**config.mk**
```make
export PLATFORM = sky130hd
export DESIGN_NAME = rgb_to_hsv_pixel_top
export DESIGN_NICKNAME = d
export VERILOG_FILES = /design/src/design/r2hsv_pkg.sv /design/src/design/rgb_to_hsv_pixel_top.sv
export SDC_FILE = /design/constraint.sdc
export NUM_CORES = 1
export LEC_CHECK = 0
export BUFFER_PORTS_ARGS = -buffer_cell sky130_fd_sc_hd__buf_4
export CORE_UTILIZATION = 69
export CTS_CLUSTER_SIZE = 24
export DETAILED_ROUTE_END_ITERATION = 8
export PLACE_DENSITY = 0.92
export SKIP_CTS_REPAIR_TIMING = 1
export SLEW_MARGIN = 25
export SYNTH_ARGS = -nofsm -noshare
export SYNTH_HDL_FRONTEND = slang
export SYNTH_SLANG_ARGS = --single-unit
```
**constraint.sdc**
```tcl
create_clock -name clk -period 39.4 [get_ports clk]
set_input_delay 3.94 -clock clk [delete_from_list [all_inputs] [get_ports clk]]
set_output_delay 3.94 -clock clk [all_outputs]
set_load 0.03 [all_outputs]
```
**src/design/r2hsv_pkg.sv**
```systemverilog
// shared widths and constants for the rgb to hsv pixel converter
package r2hsv_pkg;

    localparam int CH_W    = 8;
    localparam int HUE_W   = 9;
    localparam int MILLI_W = 10;

    // restoring divider: numerator, quotient and number of pipelined steps
    localparam int NUM_W     = 18;
    localparam int QUO_W     = 10;
    localparam int DIV_STEPS = QUO_W;
    localparam int REM_W     = CH_W;

    localparam logic [HUE_W-1:0]   HUE_OFS_RED   = 9'd0;
    localparam logic [HUE_W-1:0]   HUE_OFS_WRAP  = 9'd360;
    localparam logic [HUE_W-1:0]   HUE_OFS_GREEN = 9'd120;
    localparam logic [HUE_W-1:0]   HUE_OFS_BLUE  = 9'd240;
    localparam logic [NUM_W-1:0]   HUE_SCALE     = 18'd60;
    localparam logic [NUM_W-1:0]   MILLI_SCALE   = 18'd1000;
    localparam logic [MILLI_W-1:0] MILLI_FULL    = 10'd1000;

    // x / 255 approximated by x * 257 / 65536, then one correction step
    localparam int               RECIP_W     = 9;
    localparam int               RECIP_SHIFT = 16;
    localparam logic [RECIP_W-1:0] RECIP_255 = 9'd257;
    localparam logic [NUM_W-1:0] CH_FULL     = 18'd255;
    localparam int               PROD_W      = NUM_W + RECIP_W;

endpackage

```
**src/design/rgb_to_hsv_pixel_top.sv**
```systemverilog
// rgb to hsv pixel converter, fully pipelined, one pixel per clock while hsv_ready does not stall
//
//   channel   handshake                  payload
//   pixel in  pixel_valid / pixel_ready  red, green, blue, last_pixel_in
//   hsv out   hsv_valid / hsv_ready      hue, sat_milli, val_milli, last_pixel_out
//
// one pixel is accepted every cycle while the output moves; the pipeline is
// the min/max stage, the divider load stage, ten restoring divider steps and the
// output register
// the two divisions (hue and saturation) run side by side, one quotient bit per stage
// reset clears only the stage valid bits
// a stall on hsv_ready freezes the whole pipeline; pixel_ready follows it
module rgb_to_hsv_pixel_top (
    input  logic                           clk,
    input  logic                           rst_n,
    input  logic                           pixel_valid,
    output logic                           pixel_ready,
    input  logic [r2hsv_pkg::CH_W-1:0]     red,
    input  logic [r2hsv_pkg::CH_W-1:0]     green,
    input  logic [r2hsv_pkg::CH_W-1:0]     blue,
    input  logic                           last_pixel_in,
    output logic                           hsv_valid,
    input  logic                           hsv_ready,
    output logic [r2hsv_pkg::HUE_W-1:0]    hue,
    output logic [r2hsv_pkg::MILLI_W-1:0]  sat_milli,
    output logic [r2hsv_pkg::MILLI_W-1:0]  val_milli,
    output logic                           last_pixel_out
);
    import r2hsv_pkg::*;

    logic adv;

    // stage a: max, min and hue difference
    logic             a_valid_reg;
    logic [CH_W-1:0]  a_mx_reg, a_mn_reg, a_den_reg, a_mag_reg;
    logic             a_neg_reg, a_grey_reg, a_last_reg;
    logic [HUE_W-1:0] a_ofs_reg;

    logic [CH_W-1:0]  a_mx_next, a_mn_next, a_mag_next;
    logic             a_neg_next;
    logic [HUE_W-1:0] a_ofs_next;

    // divider stages, index is the number of steps done
    logic               st_valid_reg [0:DIV_STEPS];
    logic [REM_W-1:0]   h_rem_reg    [0:DIV_STEPS];
    logic [QUO_W-1:0]   h_low_reg    [0:DIV_STEPS];
    logic [QUO_W-1:0]   h_quo_reg    [0:DIV_STEPS];
    logic [REM_W-1:0]   s_rem_reg    [0:DIV_STEPS];
    logic [QUO_W-1:0]   s_low_reg    [0:DIV_STEPS];
    logic [QUO_W-1:0]   s_quo_reg    [0:DIV_STEPS];
    logic [CH_W-1:0]    h_den_reg    [0:DIV_STEPS];
    logic [CH_W-1:0]    s_den_reg    [0:DIV_STEPS];
    logic               grey_reg     [0:DIV_STEPS];
    logic               neg_reg      [0:DIV_STEPS];
    logic               szero_reg    [0:DIV_STEPS];
    logic               last_reg     [0:DIV_STEPS];
    logic [HUE_W-1:0]   ofs_reg      [0:DIV_STEPS];
    logic [MILLI_W-1:0] val_reg      [2:DIV_STEPS];

    logic [REM_W-1:0]   h_rem_next   [1:DIV_STEPS];
    logic [QUO_W-1:0]   h_quo_next   [1:DIV_STEPS];
    logic [REM_W-1:0]   s_rem_next   [1:DIV_STEPS];
    logic [QUO_W-1:0]   s_quo_next   [1:DIV_STEPS];

    // value lane: x = max * 1000, first guess, then corrected
    logic [NUM_W-1:0]   vx0_reg, vx1_reg;
    logic [MILLI_W-1:0] vq1_reg;
    logic [PROD_W-1:0]  vprod;
    logic [NUM_W-1:0]   vres;
    logic [MILLI_W-1:0] val_next;

    logic [NUM_W-1:0]   hnum, snum;

    // output register
    logic               out_valid_reg;
    logic [HUE_W-1:0]   hue_reg, hue_next;
    logic [MILLI_W-1:0] sat_reg, sat_next;
    logic [MILLI_W-1:0] val_out_reg;
    logic               last_out_reg;

    assign adv         = !out_valid_reg || hsv_ready;
    assign pixel_ready = adv;

    // largest channel, red wins ties, then green
    always_comb
    begin
        if (red >= green && red >= blue)
        begin
            a_mx_next = red;
            if (green >= blue)
            begin
                a_mag_next = green - blue;
                a_neg_next = 1'b0;
                a_ofs_next = HUE_OFS_RED;
            end
            else
            begin
                a_mag_next = blue - green;
                a_neg_next = 1'b1;
                a_ofs_next = HUE_OFS_WRAP;
            end
        end
        else if (green >= blue)
        begin
            a_mx_next  = green;
            a_ofs_next = HUE_OFS_GREEN;
            a_neg_next = (blue < red);
            a_mag_next = (blue < red) ? (red - blue) : (blue - red);
        end
        else
        begin
            a_mx_next  = blue;
            a_ofs_next = HUE_OFS_BLUE;
            a_neg_next = (red < green);
            a_mag_next = (red < green) ? (green - red) : (red - green);
        end

        if (red <= green && red <= blue)
            a_mn_next = red;
        else if (green <= blue)
            a_mn_next = green;
        else
            a_mn_next = blue;
    end

    // divider numerators
    always_comb
    begin
        hnum = NUM_W'(a_mag_reg) * HUE_SCALE;
        snum = NUM_W'(a_mn_reg) * MILLI_SCALE;
    end

    // one restoring step per stage for both lanes
    always_comb
    begin
        logic [REM_W:0] t_h, t_s;
        for (int j = 1; j <= DIV_STEPS; j++)
        begin
            t_h = {h_rem_reg[j-1], h_low_reg[j-1][QUO_W-1]};
            t_s = {s_rem_reg[j-1], s_low_reg[j-1][QUO_W-1]};
            if (t_h >= {1'b0, h_den_reg[j-1]})
            begin
                h_rem_next[j] = REM_W'(t_h - {1'b0, h_den_reg[j-1]});
                h_quo_next[j] = {h_quo_reg[j-1][QUO_W-2:0], 1'b1};
            end
            else
            begin
                h_rem_next[j] = t_h[REM_W-1:0];
                h_quo_next[j] = {h_quo_reg[j-1][QUO_W-2:0], 1'b0};
            end
            if (t_s >= {1'b0, s_den_reg[j-1]})
            begin
                s_rem_next[j] = REM_W'(t_s - {1'b0, s_den_reg[j-1]});
                s_quo_next[j] = {s_quo_reg[j-1][QUO_W-2:0], 1'b1};
            end
            else
            begin
                s_rem_next[j] = t_s[REM_W-1:0];
                s_quo_next[j] = {s_quo_reg[j-1][QUO_W-2:0], 1'b0};
            end
        end
    end

    // value: guess is at most one low, fix with one compare
    always_comb
    begin
        vprod    = PROD_W'(vx0_reg) * PROD_W'(RECIP_255);
        vres     = vx1_reg - NUM_W'(vq1_reg) * CH_FULL;
        val_next = (vres >= CH_FULL) ? (vq1_reg + 1'b1) : vq1_reg;
    end

    // final hue and saturation
    always_comb
    begin
        if (grey_reg[DIV_STEPS])
            hue_next = '0;
        else if (neg_reg[DIV_STEPS])
            hue_next = ofs_reg[DIV_STEPS] - h_quo_reg[DIV_STEPS][HUE_W-1:0];
        else
            hue_next = ofs_reg[DIV_STEPS] + h_quo_reg[DIV_STEPS][HUE_W-1:0];

        if (szero_reg[DIV_STEPS])
            sat_next = '0;
        else
            sat_next = MILLI_FULL - s_quo_reg[DIV_STEPS];
    end

    always_ff @(posedge clk or negedge rst_n)
    begin
        if (!rst_n)
        begin
            a_valid_reg   <= 1'b0;
            out_valid_reg <= 1'b0;
            for (int j = 0; j <= DIV_STEPS; j++)
                st_valid_reg[j] <= 1'b0;
        end
        else if (adv)
        begin
            a_valid_reg     <= pixel_valid;
            st_valid_reg[0] <= a_valid_reg;
            for (int j = 1; j <= DIV_STEPS; j++)
                st_valid_reg[j] <= st_valid_reg[j-1];
            out_valid_reg   <= st_valid_reg[DIV_STEPS];
        end
    end

    always_ff @(posedge clk)
    begin
        if (adv)
        begin
            a_mx_reg   <= a_mx_next;
            a_mn_reg   <= a_mn_next;
            a_den_reg  <= a_mx_next - a_mn_next;
            a_mag_reg  <= a_mag_next;
            a_neg_reg  <= a_neg_next;
            a_ofs_reg  <= a_ofs_next;
            a_grey_reg <= (a_mx_next == a_mn_next);
            a_last_reg <= last_pixel_in;

            h_rem_reg[0] <= hnum[NUM_W-1:QUO_W];
            h_low_reg[0] <= hnum[QUO_W-1:0];
            h_quo_reg[0] <= '0;
            s_rem_reg[0] <= snum[NUM_W-1:QUO_W];
            s_low_reg[0] <= snum[QUO_W-1:0];
            s_quo_reg[0] <= '0;
            h_den_reg[0] <= a_den_reg;
            s_den_reg[0] <= a_mx_reg;
            grey_reg[0]  <= a_grey_reg;
            neg_reg[0]   <= a_neg_reg;
            szero_reg[0] <= (a_mx_reg == '0);
            last_reg[0]  <= a_last_reg;
            ofs_reg[0]   <= a_ofs_reg;
            vx0_reg      <= NUM_W'(a_mx_reg) * MILLI_SCALE;

            for (int j = 1; j <= DIV_STEPS; j++)
            begin
                h_rem_reg[j] <= h_rem_next[j];
                h_low_reg[j] <= {h_low_reg[j-1][QUO_W-2:0], 1'b0};
                h_quo_reg[j] <= h_quo_next[j];
                s_rem_reg[j] <= s_rem_next[j];
                s_low_reg[j] <= {s_low_reg[j-1][QUO_W-2:0], 1'b0};
                s_quo_reg[j] <= s_quo_next[j];
                h_den_reg[j] <= h_den_reg[j-1];
                s_den_reg[j] <= s_den_reg[j-1];
                grey_reg[j]  <= grey_reg[j-1];
                neg_reg[j]   <= neg_reg[j-1];
                szero_reg[j] <= szero_reg[j-1];
                last_reg[j]  <= last_reg[j-1];
                ofs_reg[j]   <= ofs_reg[j-1];
            end

            vx1_reg    <= vx0_reg;
            vq1_reg    <= vprod[RECIP_SHIFT+MILLI_W-1:RECIP_SHIFT];
            val_reg[2] <= val_next;
            for (int j = 3; j <= DIV_STEPS; j++)
                val_reg[j] <= val_reg[j-1];

            hue_reg      <= hue_next;
            sat_reg      <= sat_next;
            val_out_reg  <= val_reg[DIV_STEPS];
            last_out_reg <= last_reg[DIV_STEPS];
        end
    end

    assign hsv_valid      = out_valid_reg;
    assign hue            = hue_reg;
    assign sat_milli      = sat_reg;
    assign val_milli      = val_out_reg;
    assign last_pixel_out = last_out_reg;

endmodule

```
==> results.py <==
metrics = {
    "critical_path": {
        "worst-r2r-cell-count": 16,
        "crit_path_end_kind": "output port",
        "crit_fanout": 147,
        "cpMaxStageDelayCell": "nor2b_2",
        "crit_type": "input pin to output port",
        "cp_num_cells": 4,
        "path_cells": "buf_4 -> nor2b_2 -> inv_8 -> buf_4",
        "cp_common_cell": "buf_4",
        "cp_top_family": "buffers and inverters",
        "max_stage_delay_ns": 0.62,
        "crit_buf_inv": 3,
        "required_ns": 35.46,
        "critPathLaunchType": "input pin",
        "crit_arrival_ns": 5.56,
    },
    "final_layout": {
        "drive_above_1_share_pct": 9.31,
        "diodes": 0,
        "largest_reg_flops": 90,
        "area_growth_pct": 9.70,
        "fillers": 3131,
        "final_nets": 3733,
    },
    "timing": {
        "max_freq_mhz": 105,
        "clock_skew_ns": 0.0238,
        "layout_min_cycle_time_ns": 9.50,
        "drv_slew": 0,
        "tightest_slew_ns": 1.01,
        "setup_violations": 0,
        "hold-worst-slack_ns": 0.412,
        "rsz0062_at_grt": "no",
        "fin_tns_setup_ns": 0,
        "final_hold_viol_count": 0,
        "maxSlewHeadroom_pct": 32.6,
        "finalCritPeriodShare_pct": 24.1,
    },
    "logic_synthesis": {
        "synth_ff_type": "edfxtp_1",
        "synth_edf_count": 775,
        "synth-seq-cells": 788,
        "seq_area_frac_synth_pct": 57.3,
        "synth-async-reset-ratio_pct": 1.65,
        "syn_inst": 3065,
        "synth_cell_types": 68,
        "syn-num-nets": 3602,
        "yosys_warnings": 0,
        "avgSynthCellArea_um2": 13.4,
        "netlist_area_mm2": 0.0412,
    },
    "global_routing": {
        "grt_use_total_pct": 26.9,
        "grt_pass1_vias": 25300,
        "antenna_found_initial": 0,
        "gr-total-overflow": 0,
        "grt_first_pass_wirelength_um": 127000,
        "grt_max_degree": 222,
    },
    "route": {
        "vias": 23900,
        "wl_per_cell_um": 20.0,
        "viasPerCell": 5.93,
        "drc": 0,
        "first_pass_iters": 6,
        "drtAntennaViolNets": 0,
        "drt_iter0_drc": 1965,
        "wl_um": 80400,
    },
    "clock_network": {
        "cts_buffer_depth": 3,
        "cts_root_buffer": "clkbuf_16",
        "numCtsBuffers": 76,
        "cts.clk_slew.worst_paths_ns": 0.07,
        "clk_latency_ns": 0.63,
        "cts_tree": "done",
        "htreeDepth": 3,
        "clkSinkCount": 788,
    },
    "placement": {
        "portBuffers": 60,
        "dp_hpwl_um": 52300,
        "gp_congestion": 0.870,
    },
    "run_status": {
        "status": "finished clean",
    },
    "floorplanning": {
        "pin_count": 61,
        "fp-row-count": 89,
        "die_area_mm2": 0.0606,
        "die_x_um": 246,
        "die_h_um": 246,
        "initial_utilization_pct": 69.7,
        "core_mm2": 0.0590,
    },
    "hold_path": {
        "hold_class": "register to register",
        "whs_path_depth": 0,
    },
    "job": {
        "cap_viol_max_count": 0,
    },
}
cells by family after synthesis:
family	count (synthesis)	share of synthesized area (%)
flops	788	57.3
simple gates	510	5.79
fa+ha+maj	508	17.9
buf+inv	501	4.57
compound gates	440	6.80
mux	160	4.22
xor+xnor	158	3.36
layout by cell type, fill, tap and decap left out, types with 44 or more instances in the layout:
cell type and n:
a21o_1 45, nor2b_1 53, xor2_1 44, clkbuf_16 77
nor2_1 241, mux2_2 105, mux2i_1 54, a21oi_1 114
buf_4 69, inv_1 480, ha_1 373, fa_1 135
xnor2_1 114, a21boi_0 55, edfxtp_1 775, o21ai_0 124
nand2_1 83
Yosys cell counts, types with 5 or more instances:
cell | n | area share [%]
clkbuf_1 | 17 | 0.16
xor2_1 | 44 | 0.94
nor3b_1 | 5 | 0.091
o21a_1 | 14 | 0.26
a311oi_1 | 17 | 0.36
inv_1 | 481 | 4.4
edfxtp_1 | 775 | 57
and3_1 | 5 | 0.076
nor2_1 | 242 | 2.2
ha_1 | 373 | 11
nand2b_1 | 29 | 0.44
a21boi_0 | 55 | 1.0
a21o_1 | 45 | 0.82
mux2i_1 | 54 | 1.3
nor4_1 | 6 | 0.091
nand4_1 | 38 | 0.58
dfrtp_1 | 13 | 0.79
nor2b_1 | 54 | 0.82
fa_1 | 135 | 6.6
o21bai_1 | 18 | 0.33
o21ai_0 | 124 | 1.5
mux2_2 | 105 | 2.9
nand2_1 | 83 | 0.76
nand3_1 | 19 | 0.23
or3_1 | 5 | 0.076
xnor2_1 | 114 | 2.4
nor3_1 | 9 | 0.11
a211oi_1 | 6 | 0.11
a21oi_1 | 114 | 1.4
a31oi_1 | 7 | 0.11
through the flow:
| stage | util [%] | area [µm²] | worst slack (ns) | cells |
|---|---|---|---|---|
| global placement | 72.2 | 42600 | 29.55 | 3890 |
| detailed placement | 72.2 | 42600 | 29.92 | 3890 |
| finish | 76.5 | 45100 | 29.90 | 4029 |
| CTS | 76.4 | 45100 | 29.91 | 4028 |
| floorplan | - | 41200 | 16.07 | 3065 |
| global route | 76.5 | 45100 | 29.79 | 4029 |
layer usage:
metal  vias up  GRT usage, %  wire length, µm  part of all wire, %
met4         0          14.9             4410                  5.5
met2       926          50.0            43100                   54
met5         -             0                0                    0
li1      11100             -                -                    -
met3       277          3.39             3430                  4.3
met1     11600          29.5            29500                   37
path summary, 6_finish.rpt:
check                                startpoint          endpoint  slack (ns)
worst max register to register       vq1_reg[8]     val_reg[2][1]       33.14
worst max-delay path                  hsv_ready       pixel_ready       29.90
min in group asynchronous                 rst_n  st_valid_reg[10]        3.13
worst min register to register  h_quo_reg[2][0]   h_quo_reg[3][1]        0.41
max in group asynchronous                 rst_n   st_valid_reg[6]       36.11
worst min-delay path            h_quo_reg[2][0]   h_quo_reg[3][1]        0.41
layout make-up:
| type | instances | area [µm²] | area share (%) |
|---|---|---|---|
| well taps | 773 | 967 | 2.14 |
| flip-flops and latches | 788 | 23600 | 52.3 |
| multi-input cells | 1776 | 15700 | 34.7 |
| repair buffers | 73 | 588 | 1.30 |
| clock buffers | 88 | 1970 | 4.36 |
| clock inverters | 50 | 527 | 1.17 |
| inverters | 481 | 1810 | 4.02 |
Power is not shown: default switching activity piles up to over one toggle a cycle in this logic, so the estimate is an artifact.
